==> src/sv/ptrlm_pkg.sv <==
`default_nettype none
package ptrlm_pkg;

  localparam int HistDepth = 50;
  localparam int SlotW     = (HistDepth > 1) ? $clog2(HistDepth) : 1;
  localparam int CntW      = $clog2(HistDepth + 1);
  localparam int LagW      = 20;
  localparam int SumW      = LagW + CntW;
  localparam int DivCntW   = $clog2(SumW);
  localparam int TimeW     = 32;
  localparam int WordW     = 32;
  localparam int ModeW     = 2;
  localparam int CfgW      = 32;
  localparam int CfgIdxW   = 2;

  localparam logic [LagW-1:0]  TimeoutReset  = LagW'(400000);
  localparam logic [LagW-1:0]  TrustGapReset = LagW'(5000);
  localparam logic [WordW-1:0] MaskReset     = '1;

  typedef enum logic [ModeW-1:0] {
    MODE_TICK  = 2'd0,
    MODE_IDLE  = 2'd1,
    MODE_CLEAR = 2'd2
  } mode_t;

  typedef enum logic [CfgIdxW-1:0] {
    REG_TIMEOUT   = 2'd0,
    REG_TRUST_GAP = 2'd1,
    REG_RESP_MASK = 2'd2
  } cfg_reg_t;

  typedef enum logic [2:0] {
    ST_IDLE,
    ST_CALC,
    ST_APPLY,
    ST_DIV,
    ST_DONE
  } state_t;

  // first field in the highest bits
  typedef struct packed {
    logic [WordW-1:0] watched_word;
    logic             word_valid;
    logic             press_seen;
    logic             foreground;
    logic [TimeW-1:0] time_us;
  } item_t;

  typedef struct packed {
    logic            armed;
    logic [CntW-1:0] trusted_total;
    logic            average_valid;
    logic [LagW-1:0] average_us;
    logic            last_valid;
    logic [LagW-1:0] last_lag_us;
    logic            recorded;
  } result_t;

  localparam int ItemW   = $bits(item_t);
  localparam int ResultW = $bits(result_t);
  localparam int InDataW  = ((ItemW + 7) / 8) * 8;
  localparam int OutDataW = ((ResultW + 7) / 8) * 8;

  typedef struct packed {
    logic load;
    logic calc;
    logic apply;
    logic div_step;
    logic out_load;
  } ctrl_cmd_t;

  typedef struct packed {
    logic div_last;
  } dp_status_t;

endpackage
`default_nettype wire

==> src/sv/ptrlm_ctrl.sv <==
`default_nettype none
module ptrlm_ctrl (
  input  wire logic                   clk,
  input  wire logic                   rst,
  input  wire logic                   s_valid,
  output logic                        s_ready,
  output logic                        m_valid,
  input  wire logic                   m_ready,
  input  wire ptrlm_pkg::dp_status_t  status,
  output ptrlm_pkg::ctrl_cmd_t        cmd
);

  ptrlm_pkg::state_t state, state_next;
  logic out_valid;

  always_ff @(posedge clk) begin
    if (rst) begin
      state <= ptrlm_pkg::ST_IDLE;
    end else begin
      state <= state_next;
    end
  end

  always_comb begin
    state_next = state;
    case (state)
      ptrlm_pkg::ST_IDLE:  if (s_valid) state_next = ptrlm_pkg::ST_CALC;
      ptrlm_pkg::ST_CALC:  state_next = ptrlm_pkg::ST_APPLY;
      ptrlm_pkg::ST_APPLY: state_next = ptrlm_pkg::ST_DIV;
      ptrlm_pkg::ST_DIV:   if (status.div_last) state_next = ptrlm_pkg::ST_DONE;
      ptrlm_pkg::ST_DONE:  if (!out_valid || m_ready) state_next = ptrlm_pkg::ST_IDLE;
      default:             state_next = ptrlm_pkg::ST_IDLE;
    endcase
  end

  always_comb begin
    cmd     = '0;
    s_ready = 1'b0;
    case (state)
      ptrlm_pkg::ST_IDLE: begin
        s_ready  = 1'b1;
        cmd.load = s_valid;
      end
      ptrlm_pkg::ST_CALC:  cmd.calc = 1'b1;
      ptrlm_pkg::ST_APPLY: cmd.apply = 1'b1;
      ptrlm_pkg::ST_DIV:   cmd.div_step = 1'b1;
      ptrlm_pkg::ST_DONE:  cmd.out_load = !out_valid || m_ready;
      default: ;
    endcase
  end

  // result register handshake
  always_ff @(posedge clk) begin
    if (rst) begin
      out_valid <= 1'b0;
    end else if (cmd.out_load) begin
      out_valid <= 1'b1;
    end else if (m_ready) begin
      out_valid <= 1'b0;
    end
  end

  assign m_valid = out_valid;

endmodule
`default_nettype wire

==> src/sv/ptrlm_dp.sv <==
`default_nettype none
module ptrlm_dp (
  input  wire logic                                clk,
  input  wire logic                                rst,
  input  wire logic                                cfg_we,
  input  wire logic [ptrlm_pkg::CfgIdxW-1:0]       cfg_index,
  input  wire logic [ptrlm_pkg::CfgW-1:0]          cfg_data,
  input  wire logic [ptrlm_pkg::ModeW-1:0]         mode_in,
  input  wire ptrlm_pkg::item_t                    item_in,
  input  wire ptrlm_pkg::ctrl_cmd_t                cmd,
  output ptrlm_pkg::dp_status_t                    status,
  output ptrlm_pkg::result_t                       result
);

  localparam int LagW  = ptrlm_pkg::LagW;
  localparam int CntW  = ptrlm_pkg::CntW;
  localparam int SumW  = ptrlm_pkg::SumW;
  localparam int SlotW = ptrlm_pkg::SlotW;
  localparam int TimeW = ptrlm_pkg::TimeW;
  localparam int WordW = ptrlm_pkg::WordW;

  // configuration
  logic [LagW-1:0]  timeout_us;
  logic [LagW-1:0]  trust_gap_us;
  logic [WordW-1:0] response_mask;

  always_ff @(posedge clk) begin
    if (rst) begin
      timeout_us    <= ptrlm_pkg::TimeoutReset;
      trust_gap_us  <= ptrlm_pkg::TrustGapReset;
      response_mask <= ptrlm_pkg::MaskReset;
    end else if (cfg_we) begin
      case (ptrlm_pkg::cfg_reg_t'(cfg_index))
        ptrlm_pkg::REG_TIMEOUT:   timeout_us    <= cfg_data[LagW-1:0];
        ptrlm_pkg::REG_TRUST_GAP: trust_gap_us  <= cfg_data[LagW-1:0];
        ptrlm_pkg::REG_RESP_MASK: response_mask <= cfg_data[WordW-1:0];
        default: ;
      endcase
    end
  end

  // measurement state
  logic [SlotW-1:0] write_slot, write_slot_next;
  logic [CntW-1:0]  held_count, held_count_next;
  logic [SumW-1:0]  trusted_sum, trusted_sum_next;
  logic [CntW-1:0]  trusted_held, trusted_held_next;
  logic [LagW-1:0]  last_lag, last_lag_next;
  logic             last_present, last_present_next;
  logic             waiting, waiting_next;
  logic [TimeW-1:0] press_stamp, press_stamp_next;
  logic [LagW-1:0]  worst_gap, worst_gap_next;
  logic [TimeW-1:0] prior_tick_stamp, prior_tick_stamp_next;
  logic             prior_tick_present, prior_tick_present_next;
  logic [WordW-1:0] prior_word, prior_word_next;
  logic             prior_word_present, prior_word_present_next;
  logic             recorded, recorded_next;

  // latched request and ring entry about to be overwritten
  logic [ptrlm_pkg::ModeW-1:0] mode_q;
  ptrlm_pkg::item_t            item_q;
  logic [LagW:0]               ring [ptrlm_pkg::HistDepth];
  logic [LagW:0]               old_entry;

  always_ff @(posedge clk) begin
    if (cmd.load) begin
      mode_q    <= mode_in;
      item_q    <= item_in;
      old_entry <= ring[write_slot];
    end
  end

  // first step: gap, elapsed time and word change
  logic [TimeW-1:0] gap_raw;
  logic [LagW-1:0]  gap_sat;
  logic [TimeW-1:0] elapsed;
  logic [WordW-1:0] masked;
  logic [LagW-1:0]  gap_q;
  logic [LagW-1:0]  lag_q;
  logic             elapsed_ok_q;
  logic             changed_q;
  logic [WordW-1:0] masked_q;

  always_comb begin
    gap_raw = item_q.time_us - prior_tick_stamp;
    if (!prior_tick_present) begin
      gap_sat = '0;
    end else if (|gap_raw[TimeW-1:LagW]) begin
      gap_sat = '1;
    end else begin
      gap_sat = gap_raw[LagW-1:0];
    end
    elapsed = item_q.time_us - press_stamp;
    masked  = item_q.watched_word & response_mask;
  end

  always_ff @(posedge clk) begin
    if (cmd.calc) begin
      gap_q        <= gap_sat;
      lag_q        <= elapsed[LagW-1:0];
      elapsed_ok_q <= elapsed <= {{(TimeW-LagW){1'b0}}, timeout_us};
      changed_q    <= prior_word_present && (masked != prior_word);
      masked_q     <= masked;
    end
  end

  // second step: state update
  logic [LagW-1:0] worst_eff;
  logic            trusted_new;
  logic            evict;
  logic            store;

  always_comb begin
    worst_eff   = (waiting && gap_q > worst_gap) ? gap_q : worst_gap;
    trusted_new = worst_eff <= trust_gap_us;
    evict       = (held_count >= CntW'(ptrlm_pkg::HistDepth)) && old_entry[LagW];

    write_slot_next         = write_slot;
    held_count_next         = held_count;
    trusted_sum_next        = trusted_sum;
    trusted_held_next       = trusted_held;
    last_lag_next           = last_lag;
    last_present_next       = last_present;
    waiting_next            = waiting;
    press_stamp_next        = press_stamp;
    worst_gap_next          = worst_gap;
    prior_tick_stamp_next   = prior_tick_stamp;
    prior_tick_present_next = prior_tick_present;
    prior_word_next         = prior_word;
    prior_word_present_next = prior_word_present;
    store                   = 1'b0;

    case (ptrlm_pkg::mode_t'(mode_q))
      ptrlm_pkg::MODE_TICK: begin
        prior_tick_stamp_next   = item_q.time_us;
        prior_tick_present_next = 1'b1;
        if (!item_q.foreground) begin
          waiting_next            = 1'b0;
          prior_word_present_next = 1'b0;
        end else begin
          worst_gap_next = worst_eff;
          if (item_q.word_valid) begin
            prior_word_present_next = 1'b1;
            prior_word_next         = masked_q;
            if (changed_q) begin
              store        = waiting && elapsed_ok_q;
              waiting_next = 1'b0;
            end
          end
          if (item_q.press_seen) begin
            waiting_next     = 1'b1;
            press_stamp_next = item_q.time_us;
            worst_gap_next   = '0;
          end else if (!elapsed_ok_q) begin
            waiting_next = 1'b0;
          end
        end
      end
      ptrlm_pkg::MODE_IDLE: begin
        waiting_next            = 1'b0;
        prior_word_present_next = 1'b0;
        prior_tick_present_next = 1'b0;
      end
      ptrlm_pkg::MODE_CLEAR: begin
        write_slot_next   = '0;
        held_count_next   = '0;
        trusted_sum_next  = '0;
        trusted_held_next = '0;
        last_lag_next     = '0;
        last_present_next = 1'b0;
      end
      default: ;
    endcase

    recorded_next = store;
    if (store) begin
      // drop the overwritten sample from the sums once the ring is full
      trusted_sum_next = trusted_sum
                         - (evict ? {{CntW{1'b0}}, old_entry[LagW-1:0]} : '0)
                         + (trusted_new ? {{CntW{1'b0}}, lag_q} : '0);
      trusted_held_next = trusted_held - {{(CntW-1){1'b0}}, evict}
                          + {{(CntW-1){1'b0}}, trusted_new};
      write_slot_next = (write_slot == SlotW'(ptrlm_pkg::HistDepth - 1)) ?
                        '0 : write_slot + 1'b1;
      if (held_count < CntW'(ptrlm_pkg::HistDepth)) begin
        held_count_next = held_count + 1'b1;
      end
      last_lag_next     = lag_q;
      last_present_next = 1'b1;
    end
  end

  always_ff @(posedge clk) begin
    if (cmd.apply && store) begin
      ring[write_slot] <= {trusted_new, lag_q};
    end
  end

  always_ff @(posedge clk) begin
    if (rst) begin
      write_slot         <= '0;
      held_count         <= '0;
      trusted_sum        <= '0;
      trusted_held       <= '0;
      last_lag           <= '0;
      last_present       <= 1'b0;
      waiting            <= 1'b0;
      press_stamp        <= '0;
      worst_gap          <= '0;
      prior_tick_stamp   <= '0;
      prior_tick_present <= 1'b0;
      prior_word         <= '0;
      prior_word_present <= 1'b0;
      recorded           <= 1'b0;
    end else if (cmd.apply) begin
      write_slot         <= write_slot_next;
      held_count         <= held_count_next;
      trusted_sum        <= trusted_sum_next;
      trusted_held       <= trusted_held_next;
      last_lag           <= last_lag_next;
      last_present       <= last_present_next;
      waiting            <= waiting_next;
      press_stamp        <= press_stamp_next;
      worst_gap          <= worst_gap_next;
      prior_tick_stamp   <= prior_tick_stamp_next;
      prior_tick_present <= prior_tick_present_next;
      prior_word         <= prior_word_next;
      prior_word_present <= prior_word_present_next;
      recorded           <= recorded_next;
    end
  end

  // restoring divider, one quotient bit per cycle, dividend shifts out of quo
  logic [SumW-1:0]                  quo;
  logic [CntW:0]                    rem;
  logic [ptrlm_pkg::DivCntW-1:0]    div_cnt;
  logic [CntW:0]                    rem_shift;
  logic                             rem_ge;

  always_comb begin
    rem_shift = {rem[CntW-1:0], quo[SumW-1]};
    rem_ge    = rem_shift >= {1'b0, trusted_held};
  end

  always_ff @(posedge clk) begin
    if (cmd.apply) begin
      quo     <= trusted_sum_next;
      rem     <= '0;
      div_cnt <= '0;
    end else if (cmd.div_step) begin
      quo     <= {quo[SumW-2:0], rem_ge};
      rem     <= rem_ge ? rem_shift - {1'b0, trusted_held} : rem_shift;
      div_cnt <= div_cnt + 1'b1;
    end
  end

  assign status.div_last = div_cnt == ptrlm_pkg::DivCntW'(SumW - 1);

  // result register
  always_ff @(posedge clk) begin
    if (cmd.out_load) begin
      result.recorded      <= recorded;
      result.last_lag_us   <= last_present ? last_lag : '0;
      result.last_valid    <= last_present;
      result.average_us    <= (trusted_held != '0) ? quo[LagW-1:0] : '0;
      result.average_valid <= trusted_held != '0;
      result.trusted_total <= trusted_held;
      result.armed         <= waiting;
    end
  end

endmodule
`default_nettype wire

==> src/sv/press_to_response_latency_meter_unit.sv <==
// Press-to-response latency meter. Each request on the s_axis side is one tick
// (tuser selects sampling tick, sampler idle or clear history) and yields exactly
// one result on the m_axis side. A press arms a measurement; the first change of
// the masked watched word within timeout_us records the latency into a ring of
// 50 samples, trusted when the worst tick gap while armed stayed within
// trust_gap_us. The result carries the last latency, the truncated mean of the
// trusted samples and their count. One request is in work at a time. On its way from
// accept to a loaded result register, IDLE takes the request and reads the
// ring, CALC and APPLY update the state, DIV runs the bit-serial divider that
// forms the mean, and DONE loads the result. The divider loop sets the rate.
// The result register lets the next request be taken while a result waits.
// Configuration writes (cfg_we, cfg_index, cfg_data) belong in idle periods.
`default_nettype none
module press_to_response_latency_meter_unit (
  input  wire logic                                clk,
  input  wire logic                                rst,
  input  wire logic                                s_axis_tvalid,
  output logic                                     s_axis_tready,
  // time_us[31:0], foreground[32], press_seen[33], word_valid[34],
  // watched_word[66:35], zero fill above
  input  wire logic [ptrlm_pkg::InDataW-1:0]       s_axis_tdata,
  // mode[1:0]
  input  wire logic [ptrlm_pkg::ModeW-1:0]         s_axis_tuser,
  output logic                                     m_axis_tvalid,
  input  wire logic                                m_axis_tready,
  // recorded[0], last_lag_us[20:1], last_valid[21], average_us[41:22],
  // average_valid[42], trusted_total[48:43], armed[49], zero fill above
  output logic [ptrlm_pkg::OutDataW-1:0]           m_axis_tdata,
  input  wire logic                                cfg_we,
  input  wire logic [ptrlm_pkg::CfgIdxW-1:0]       cfg_index,
  input  wire logic [ptrlm_pkg::CfgW-1:0]          cfg_data
);

  ptrlm_pkg::ctrl_cmd_t  cmd;
  ptrlm_pkg::dp_status_t status;
  ptrlm_pkg::result_t    result;
  ptrlm_pkg::item_t      item;

  assign item = ptrlm_pkg::item_t'(s_axis_tdata[ptrlm_pkg::ItemW-1:0]);

  ptrlm_ctrl u_ctrl (
    .clk     (clk),
    .rst     (rst),
    .s_valid (s_axis_tvalid),
    .s_ready (s_axis_tready),
    .m_valid (m_axis_tvalid),
    .m_ready (m_axis_tready),
    .status  (status),
    .cmd     (cmd)
  );

  ptrlm_dp u_dp (
    .clk       (clk),
    .rst       (rst),
    .cfg_we    (cfg_we),
    .cfg_index (cfg_index),
    .cfg_data  (cfg_data),
    .mode_in   (s_axis_tuser),
    .item_in   (item),
    .cmd       (cmd),
    .status    (status),
    .result    (result)
  );

  assign m_axis_tdata = {{(ptrlm_pkg::OutDataW - ptrlm_pkg::ResultW){1'b0}}, result};

endmodule
`default_nettype wire

==> config.mk <==
export PLATFORM = sky130hd
export DESIGN_NAME = press_to_response_latency_meter_unit
export DESIGN_NICKNAME = d
export VERILOG_FILES = /design/src/sv/ptrlm_pkg.sv /design/src/sv/ptrlm_ctrl.sv /design/src/sv/ptrlm_dp.sv /design/src/sv/press_to_response_latency_meter_unit.sv
export SDC_FILE = /design/constraint.sdc
export NUM_CORES = 2
export LEC_CHECK = 0
export BUFFER_PORTS_ARGS = -buffer_cell sky130_fd_sc_hd__clkbuf_2
export CAP_MARGIN = 20
export CORE_UTILIZATION = 55
export DETAILED_ROUTE_END_ITERATION = 8
export MAX_ROUTING_LAYER = met4
export PLACE_DENSITY = 0.78
export SYNTH_ARGS = -nofsm -noshare
export SYNTH_HDL_FRONTEND = slang
export SYNTH_SLANG_ARGS = --single-unit
==> constraint.sdc <==
create_clock -name clk -period 12 [get_ports clk]
set_clock_uncertainty 0.2 [all_clocks]
set_input_delay 1.2 -clock clk [delete_from_list [all_inputs] [get_ports clk]]
set_output_delay 1.2 -clock clk [all_outputs]
set_load 0.1 [all_outputs]
==> results.md <==
* Outcome: completed
* RePlAce Congestion at 0.902
* Commonest cells in the netlist: edfxtp_1 (1290), nand2_1 (441), a22oi_1 (374)
* Startpoint type of the worst setup path: register
* Final WL at 164 mm
* Syn avg cell area at 13.4 sq um
* Post-CTS setup buffers at 0
* Starting DRT DRC Count at 5168
* Area grow syn2layout at 12.0%
* Hold Path Origin: u_dp.recorded
* Share of layout cells above drive strength 1 at 11.4%
* Synth area leader: edfxtp_1
* First-pass GRT wire length at 242 mm
* Final nets at 5238
* Cts bufs inserted at 150
* Die Y at 343 microns
* Worst Hold Class: reg -> reg
* EDFF count, synth at about 1300
* Final Hold Viols at 0
* Vias in the first global route at 40000
* Syn Inst Count at roughly 4800
* Final-report max-slew violation count at 0
* DRC Markers at 0
* Yosys top cell area share at 60.5%
* Final TNS setup at 0 ns
* Slew HR at 27.6%
* Yosys synthesis warning count at 0
* Clock sinks at 1562
* Largest net degree at the start of global routing at 89
* Port-buffer cells at 159
* Final worst-path cycle share at between 70% and 80%
* Synth top area cells: edfxtp_1 (60%), dfxtp_1 (8.5%), a22oi_1 (4.4%)
* Reg clk slew, reported paths at 0.06 ns
* Vias per Instance at 6.34
* Global Route Usage Sum at 28.3%
* TritonCTS clock tree: built
* Asr flop ratio synth at 0%
* Worst Hold Endpoint: u_dp.result[0]
* Final Util at 62.4%
* Depth of the CTS H-tree at 4
* GRT overflow at 0
* Netlist cell types at 78
* CTS resizes at 0
* Initial DRT Pass Iterations at 6
* # rows at 124
* Initial Utilization at 55.8%
* Worst path most repeated cell: a21o_1
* CP endpoint kind: register
* CORE AREA at about 110000 sq um
* Critical path type: reg -> reg
* Max cap viols at 0
* Tmin final at 8.50 ns
* Worst r2r dst: u_dp.quo[24]
* Initial antenna violation count at 6
* Later-pin clock latency in the skew report at 0.77 ns
* Reg2reg setup slack at roughly 3.5 ns
* Slew @ Worst Pin at 1.09 ns
* Worst Reg-to-Reg Cells at 38
* Maximum vdd drop at 0.126 mV
* Finished Layout Cells at around 6600
* CP max stage delay at 0.62 ns
* Die area at 118000 sq um
* Placed Instances at about 6300
* Chip Width at 343 microns
* Hold Crit Depth at 0
* IO Pins at 171
* Remaining antenna violation count after routing at 0
* Unrepaired setup endpoints after global routing: no
* Pwr/cell area at approximately 160 nW/um^2
* Post-detailed-placement half-perimeter wirelength at approximately 94 mm
* Vias at approximately 42000
* Top-count cell post-synth: edfxtp_1
* Reg2Reg Launch Point: u_dp.gap_q[5]
* Register area share after synthesis at 69.0%
* Root Buffer: clkbuf_16
* Mapped Area at 64000 sq um
* Worst endpoint required time at 12.31 ns
* Longest Clk Path Bufs at 3
* WP data arrival at 8.81 ns
* Final Setup Violations at 0
* Pleak at 24.1 nW
* Slowest cell on the critical path: o22ai_4
* Top_reg_cell synth: edfxtp_1
* Crit Path Max Fanout at 35
* DR WL/cell at 25.0 microns
* FMAX at 0.118 GHz
* Post-synthesis sequential element count at approximately 1600
* CTS Hold Bufs at 0
[power by group]
group          internal [mW]  switching [mW]
combinational          0.274           0.526
clock                   2.60            2.02
sequential              6.00          0.0544
[placed cells by master (no fill, tap or decap), drive strengths merged, types with 32 or more instances in the layout]
| cell | count |
|---|---|
| and2 | 81 |
| clkbuf | 364 |
| a22oi | 374 |
| xnor2 | 87 |
| inv | 227 |
| nor2 | 253 |
| clkinv | 56 |
| o21a | 32 |
| nor2b | 41 |
| nand4 | 112 |
| edfxtp | 1290 |
| nand3b | 41 |
| dfxtp | 272 |
| ha | 168 |
| a22o | 102 |
| nand2 | 441 |
| o21ai | 114 |
| a31oi | 54 |
| a21o | 69 |
| a21oi | 279 |
| buf | 110 |
| a221oi | 84 |
| nand3 | 41 |
[critical path: cells and delay by family, from the launching register on]
kind / cells / cell delay (ns)
buffers and inverters: 2 / 0.28
AO/OA/AOI/OAI: 24 / 4.53
adder cells (fa/ha/maj): 4 / 1.51
AND/OR/NAND/NOR: 7 / 0.99
XOR/XNOR: 1 / 0.26
flip-flops: 1 / 0.42
[metal layers]
| layer | track usage, % | share of wire, % |
|---|---|---|
| met1 | 36.6 | 38 |
| met2 | 44.0 | 47 |
| met3 | 5.62 | 11 |
| met4 | 11.1 | 3.7 |
| met5 | - | 0 |
[state kept, by name (all words and copies together), names as in the netlist, 32 cells and up]
register,cells
u_dp.prior_word,32
u_dp.response_mask,32
u_dp.press_stamp,32
u_dp.item_q,67
u_dp.masked_q,32
u_dp.prior_tick_stamp,32
u_dp.ring,1050
u_dp.result,50
[kinds of logic (layout without fill, tap and decap cells)]
logic type	after synthesis	after routing	synth area share (%)
adder cells (fa/ha/maj)	192	192	4.03
other	1	11	0.00586
multiplexers	28	28	0.446
XOR/XNOR	113	113	1.55
AND/OR/NAND/NOR	1131	1131	8.39
buffers and inverters	489	769	2.93
flip-flops	1562	1562	69.0
AO/OA/AOI/OAI	1258	1258	13.6
[final cells by class]
cell class	instances	area, sq um
Inverter	221	830
Sequential cell	1562	44200
Clock buffer	204	4090
Multi-Input combinational cell	2728	18300
Timing Repair Buffer	270	1660
Tap cell	1512	1890
Fill cell	8089	43100
Clock inverter	74	721
Antenna cell	5	12.5
[per-stage QoR]
stage	instance area [sq um]	hold slack [ns]	worst slack (ns)	total power, mW
4_1_cts	71700	0.234	3.59	11.5
2_1_floorplan	64000	0.208	3.47	6.70
5_1_grt	71700	0.251	2.99	11.8
6_report	71700	0.233	3.50	11.5
3_5_place_dp	66900	0.219	3.60	6.95
3_3_place_gp	66900	0.218	3.62	6.92
[worst max path at each step]
stage                             start      endpoint  slack [ns]  cells after the start
after floorplan           u_dp.gap_q[5]  u_dp.quo[24]        3.47                     41
after global placement    u_dp.gap_q[5]  u_dp.quo[24]        3.62                     37
after CTS                 u_dp.gap_q[5]  u_dp.quo[24]        3.59                     37
after detailed placement  u_dp.gap_q[5]  u_dp.quo[24]        3.60                     37
after global routing      u_dp.gap_q[5]  u_dp.quo[24]        2.99                     38
final                     u_dp.gap_q[5]  u_dp.quo[24]        3.50                     38
(Power assumes the default switching activity.)
